**config.mk**
```make
export PLATFORM = sky130hd
export DESIGN_NAME = aes_key_sched
export DESIGN_NICKNAME = d
export VERILOG_FILES = /design/src/aes_pkg.sv /design/src/aes_key_sched.sv
export SDC_FILE = /design/constraint.sdc
export NUM_CORES = 2
export LEC_CHECK = 0
export BUFFER_PORTS_ARGS = -buffer_cell sky130_fd_sc_hd__buf_2
export CAP_MARGIN = 20
export CORE_MARGIN = 2
export CORE_UTILIZATION = 45
export CTS_CLUSTER_SIZE = 24
export DETAILED_ROUTE_END_ITERATION = 10
export GPL_TIMING_DRIVEN = 0
export PLACE_DENSITY = 0.64
export SLEW_MARGIN = 40
export SYNTH_ARGS = -nofsm -noshare
export SYNTH_HDL_FRONTEND = slang
export SYNTH_SLANG_ARGS = --single-unit
```
**constraint.sdc**
```tcl
create_clock -name clk -period 14 [get_ports clk]
set_input_delay 2.1 -clock clk [delete_from_list [all_inputs] [get_ports clk]]
set_output_delay 2.1 -clock clk [all_outputs]
set_load 0.01 [all_outputs]
```
**src/aes_pkg.sv**
```systemverilog
// ----------------------------------------------------------------------------
// AES-128 package
// Shared types, register indexes, S-box tables and GF(2^8) helpers.
// ----------------------------------------------------------------------------
package aes_pkg;

	localparam int unsigned NumRounds = 10;
	localparam int unsigned RkIdxW    = 4;

	localparam logic CFG_KEY_HIGH = 1'b0;
	localparam logic CFG_KEY_LOW  = 1'b1;

	typedef enum logic [1:0] {
		ST_IDLE,
		ST_RUN,
		ST_DRAIN
	} state_t;

	// Control handed from the sequencer to every column cell.
	typedef struct packed {
		logic load;
		logic step;
		logic dec;
		logic mix_en;
	} cell_ctrl_t;

	localparam logic [2047:0] SBOX_BITS = {
		128'h637c777bf26b6fc53001672bfed7ab76,
		128'hca82c97dfa5947f0add4a2af9ca472c0,
		128'hb7fd9326363ff7cc34a5e5f171d83115,
		128'h04c723c31896059a071280e2eb27b275,
		128'h09832c1a1b6e5aa0523bd6b329e32f84,
		128'h53d100ed20fcb15b6acbbe394a4c58cf,
		128'hd0efaafb434d338545f9027f503c9fa8,
		128'h51a3408f929d38f5bcb6da2110fff3d2,
		128'hcd0c13ec5f974417c4a77e3d645d1973,
		128'h60814fdc222a908846eeb814de5e0bdb,
		128'he0323a0a4906245cc2d3ac629195e479,
		128'he7c8376d8dd54ea96c56f4ea657aae08,
		128'hba78252e1ca6b4c6e8dd741f4bbd8b8a,
		128'h703eb5664803f60e613557b986c11d9e,
		128'he1f8981169d98e949b1e87e9ce5528df,
		128'h8ca1890dbfe6426841992d0fb054bb16
	};

	localparam logic [2047:0] INV_SBOX_BITS = {
		128'h52096ad53036a538bf40a39e81f3d7fb,
		128'h7ce339829b2fff87348e4344c4dee9cb,
		128'h547b9432a6c2233dee4c950b42fac34e,
		128'h082ea16628d924b2765ba2496d8bd125,
		128'h72f8f66486689816d4a45ccc5d65b692,
		128'h6c704850fdedb9da5e154657a78d9d84,
		128'h90d8ab008cbcd30af7e45805b8b34506,
		128'hd02c1e8fca3f0f02c1afbd0301138a6b,
		128'h3a9111414f67dcea97f2cfcef0b4e673,
		128'h96ac7422e7ad3585e2f937e81c75df6e,
		128'h47f11a711d29c5896fb7620eaa18be1b,
		128'hfc563e4bc6d279209adbc0fe78cd5af4,
		128'h1fdda8338807c731b11210592780ec5f,
		128'h60517fa919b54a0d2de57a9f93c99cef,
		128'ha0e03b4dae2af5b0c8ebbb3c83539961,
		128'h172b047eba77d626e169146355210c7d
	};

	// Table byte x sits at the top for x = 0, so the offset is (255 - x) * 8.
	function automatic logic [7:0] sbox(input logic [7:0] x);
		return SBOX_BITS[{~x, 3'b000} +: 8];
	endfunction

	function automatic logic [7:0] inv_sbox(input logic [7:0] x);
		return INV_SBOX_BITS[{~x, 3'b000} +: 8];
	endfunction

	function automatic logic [7:0] xt(input logic [7:0] a);
		return {a[6:0], 1'b0} ^ (a[7] ? 8'h1b : 8'h00);
	endfunction

	function automatic logic [31:0] sub_word(input logic [31:0] w);
		return {sbox(w[31:24]), sbox(w[23:16]), sbox(w[15:8]), sbox(w[7:0])};
	endfunction

	function automatic logic [7:0] rcon(input logic [RkIdxW-1:0] n);
		logic [7:0] v;
		case (n)
			4'd1:    v = 8'h01;
			4'd2:    v = 8'h02;
			4'd3:    v = 8'h04;
			4'd4:    v = 8'h08;
			4'd5:    v = 8'h10;
			4'd6:    v = 8'h20;
			4'd7:    v = 8'h40;
			4'd8:    v = 8'h80;
			4'd9:    v = 8'h1b;
			4'd10:   v = 8'h36;
			default: v = 8'h00;
		endcase
		return v;
	endfunction

endpackage

```
**src/aes_key_sched.sv**
```systemverilog
// ----------------------------------------------------------------------------
// AES key schedule
// Holds the key registers and expands them into eleven round keys.
// ----------------------------------------------------------------------------
module aes_key_sched (
	input  logic                       clk,
	input  logic                       arst_n,
	input  logic                       wr_en,
	input  logic                       wr_index,
	input  logic [63:0]                wr_data,
	input  logic [aes_pkg::RkIdxW-1:0] rd_idx,
	output logic [127:0]               rd_key,
	output logic                       ready
);

	logic [63:0]                key_hi_q;
	logic [63:0]                key_lo_q;
	logic                       stale_q;
	logic                       busy_q;
	logic [aes_pkg::RkIdxW-1:0] cnt_q;
	logic [127:0]               cur_q;
	logic [127:0]               rk_q [aes_pkg::NumRounds+1];
	logic [31:0]                t_w;
	logic [127:0]               nxt;

	always_comb begin
		t_w = aes_pkg::sub_word({cur_q[23:0], cur_q[31:24]}) ^ {aes_pkg::rcon(cnt_q), 24'h0};
		nxt[127:96] = cur_q[127:96] ^ t_w;
		nxt[95:64]  = cur_q[95:64] ^ nxt[127:96];
		nxt[63:32]  = cur_q[63:32] ^ nxt[95:64];
		nxt[31:0]   = cur_q[31:0] ^ nxt[63:32];
	end

	always_ff @(posedge clk or negedge arst_n) begin
		if (!arst_n) begin
			key_hi_q <= '0;
			key_lo_q <= '0;
			stale_q  <= 1'b1;
			busy_q   <= 1'b0;
			cnt_q    <= '0;
		end else begin
			if (wr_en) begin
				case (wr_index)
					aes_pkg::CFG_KEY_HIGH: key_hi_q <= wr_data;
					aes_pkg::CFG_KEY_LOW:  key_lo_q <= wr_data;
					default:               ;
				endcase
				stale_q <= 1'b1;
			end else if (stale_q && !busy_q) begin
				stale_q <= 1'b0;
				busy_q  <= 1'b1;
				cnt_q   <= 4'd1;
			end
			if (busy_q) begin
				if (cnt_q == 4'(aes_pkg::NumRounds)) begin
					busy_q <= 1'b0;
				end else begin
					cnt_q <= cnt_q + 4'd1;
				end
			end
		end
	end

	always_ff @(posedge clk) begin
		if (!wr_en && stale_q && !busy_q) begin
			rk_q[0] <= {key_hi_q, key_lo_q};
			cur_q   <= {key_hi_q, key_lo_q};
		end else if (busy_q) begin
			rk_q[cnt_q] <= nxt;
			cur_q       <= nxt;
		end
	end

	assign rd_key = rk_q[rd_idx];
	assign ready  = !stale_q && !busy_q;

endmodule

```
==> impl_metrics.toml <==
[sta]
min_period_ns = 7.81
max-slew-margin-rel_pct = 33.2
slew_viol_final = 0
setup-violations-final = 0
finClkSkew_ns = 0.0441
rsz0062_at_grt = "no"
tightest_slew_ns = 1.00
finalCritPeriodShare_pct = 55.8
hold_viol_final = 0
fmax_mhz = 128
setup_ws_ns = 6.19

[floorplanning]
core_mm2 = 0.181
initial_utilization_pct = 45.3
rows = 156
design.portCount = 201
die_area_mm2 = 0.186
die_y_um = 431
chipWidth_um = 431

[clock_network]
post_cts_buffers = 0
cts_hold_buffers = 0
post_cts_resized = 0
clkSlewWorstSetupHoldPaths_ns = 0.06
clock_latency_ns = 0.81
cts.htree.levels = 4
clockRootBuffer = "clkbuf_16"
cts_buffers = 157
clockBufferDepth = 3
tritoncts = "built"
numClockSinks = 1670

[grt]
grt_max_degree = 69
antenna_found_initial = 25
grt_pass1_wl_um = 478000
first_global_vias = 58700
grt.total_usage_pct = 37.0
grt_overflow = 0

[setup_path]
cp-end-kind = "output pin"
start_kind = "input port"
critPathMaxFanout = 10
crit_required_ns = 11.90
worstSetupPathType = "input port to output pin"
arrival_ns = 5.71

[placed_design]
pre_cts_ws_ns = 6.21
gp_congestion = 1.01
portBuffers = 196
place.detailed.hpwl_um = 257000

[synth]
syn_area_per_cell_um2 = 13.6
synth.distinct_cells = 102
ys_warn_count = 0
async_reset_ff_share_pct = 8.02
synthesis.area_mm2 = 0.0820
synth_edf_count = 1536
yosysSeqAreaShare_pct = 60.3
syn_nets = 6177
synth_ff_type = "edfxtp_1"
ys_seq_elements = 1670
syn_inst = 6041

[final_layout]
areaGrowthSynthToFinish_pct = 15.4
drive_above_1_share_pct = 22.9
nFillCells = 15200
nets = 6717

[route]
drc_errors = 0
routedWlPerCell_um = 38.5
via_per_inst = 6.65
routed_wirelength_um = 350000
vias = 60500
postRouteAntennaNets = 0
drtIter0Drc = 8414
firstDrtPassIters = 6

[worst_hold_path]
hold_path.class = "flop to flop"

[job]
maxCapViolCount = 0

[run_status]
status = "completed"
## path summary, 6_finish.rpt
path	from	end	slack, ns	depth (start not counted)
max	rd_idx[1]	rd_key[67]	6.19	11
min	key_lo_q[61]	key_lo_q[61]	0.53	1
max reg2reg	cur_q[1]	rk_q[5][46]	6.83	14
min reg2reg	key_lo_q[61]	key_lo_q[61]	0.53	1
max in group asynchronous	arst_n	key_hi_q[18]	11.92	2
min in group asynchronous	arst_n	key_hi_q[33]	1.27	1
## Yosys cell counts (18+ instances only)
cell type	count	area [um^2]
nor4_1	22	138
nor3_1	106	531
mux4_2	287	6460
nand3b_1	18	135
o31ai_1	31	233
and3_1	21	131
or3_1	27	169
o311ai_0	34	298
dfrtp_1	133	3330
buf_2	143	716
o211ai_1	46	345
nor2b_1	96	601
buf_4	27	203
nand2_1	550	2060
clkbuf_1	266	998
nor3b_1	34	255
mux2_2	213	2400
o32ai_1	19	166
a221oi_1	28	245
o21ai_0	406	2030
a31oi_1	56	350
buf_1	59	221
and2_1	31	194
ha_1	63	788
nor2_1	293	1100
xor2_1	27	236
mux2i_1	329	3290
a211oi_1	61	458
a2111oi_0	22	193
a21oi_1	267	1340
a311oi_1	30	263
inv_1	53	199
xnor2_1	98	858
nand2b_1	114	713
edfxtp_1	1536	46100
nand3_1	91	455
o221ai_1	20	175
## logic make-up after synthesis
logic type | Yosys count | synth area share (%)
AO/OA/AOI/OAI | 1269 | 10.0
XOR/XNOR | 156 | 2.13
multiplexers | 831 | 14.8
flip-flops | 1670 | 60.3
buffers and inverters | 572 | 3.04
AND/OR/NAND/NOR | 1479 | 8.66
adder cells (fa/ha/maj) | 64 | 0.985
## routing by layer
metal | routed length [um] | share of wire, % | up-vias | global-route usage, %
met5 | 42 | 0.012 | - | 0
met4 | 22100 | 6.3 | 6 | 19.4
met3 | 32900 | 9.4 | 851 | 7.05
met2 | 158000 | 45 | 3847 | 57.4
met1 | 137000 | 39 | 31300 | 49.8
li1 | - | - | 24500 | -
## cells in the final DEF (no fill, tap or decap), drive strengths merged, types with 21 or more instances in the layout
cell and instances:
nor3b 35, nand2b 115, a2111oi 23, o31ai 31, and3 21, and2 33, clkinv 81, nand2 550
nor2 293, xor2 28, mux4 287, buf 618, o211ai 46, xnor2 106, mux2 215, a221oi 28
nor3 107, a311oi 30, or3 27, dfrtp 133, or2 24, inv 66, a31oi 56, clkbuf 471
a21oi 267, o311ai 49, nand3 91, a211oi 62, edfxtp 1536, mux2i 329, nor4 28, o21ai 422
nor2b 96, ha 63
## worst max-delay path: stages
cell	delay [ns]
clkbuf_2	0.10
buf_12	0.16
clkbuf_2	0.49
clkbuf_1	0.62
clkbuf_2	0.64
clkbuf_1	0.55
nand2_1	0.18
o21ai_0	0.15
nand2_1	0.08
o21ai_1	0.34
buf_2	0.25
## flip-flops by register name (all words and copies together), names as in the netlist
| signal | flops |
|---|---|
| rk_q | 1408 |
| cur_q | 128 |
| key_hi_q | 64 |
| key_lo_q | 64 |
| cnt_q | 4 |
| busy_q | 1 |
| stale_q | 1 |
## final cells by class
cell class                      instances  area [um^2]  share of cell area [%]
Sequential cell                      1670        49500                    52.3
Multi-Input combinational cell       3799        30800                    32.5
Clock buffer                          204         4210                    4.45
Timing Repair Buffer                  381         3880                    4.10
Tap cell                             2370         2970                    3.13
Buffer                                504         2370                    2.50
Clock inverter                         86          682                   0.721
Inverter                               68          255                   0.270
Antenna cell                           15         37.5                  0.0397
## through the flow
stage,hold slack [ns],area (um^2),std cells,util [%],setup TNS [ns]
floorplan,0.491,82000,6041,-,0
global placement,0.503,86000,8607,47.5,-2658.84
detailed placement,0.514,89600,8789,49.5,0
CTS,0.529,94500,9079,52.2,0
global route,0.540,94600,9088,52.3,0
finish,0.530,94600,9097,52.3,0
Power is left out: the tool's default activity adds up to more than one toggle a clock period on the data nets, which glitch-free logic cannot reach.
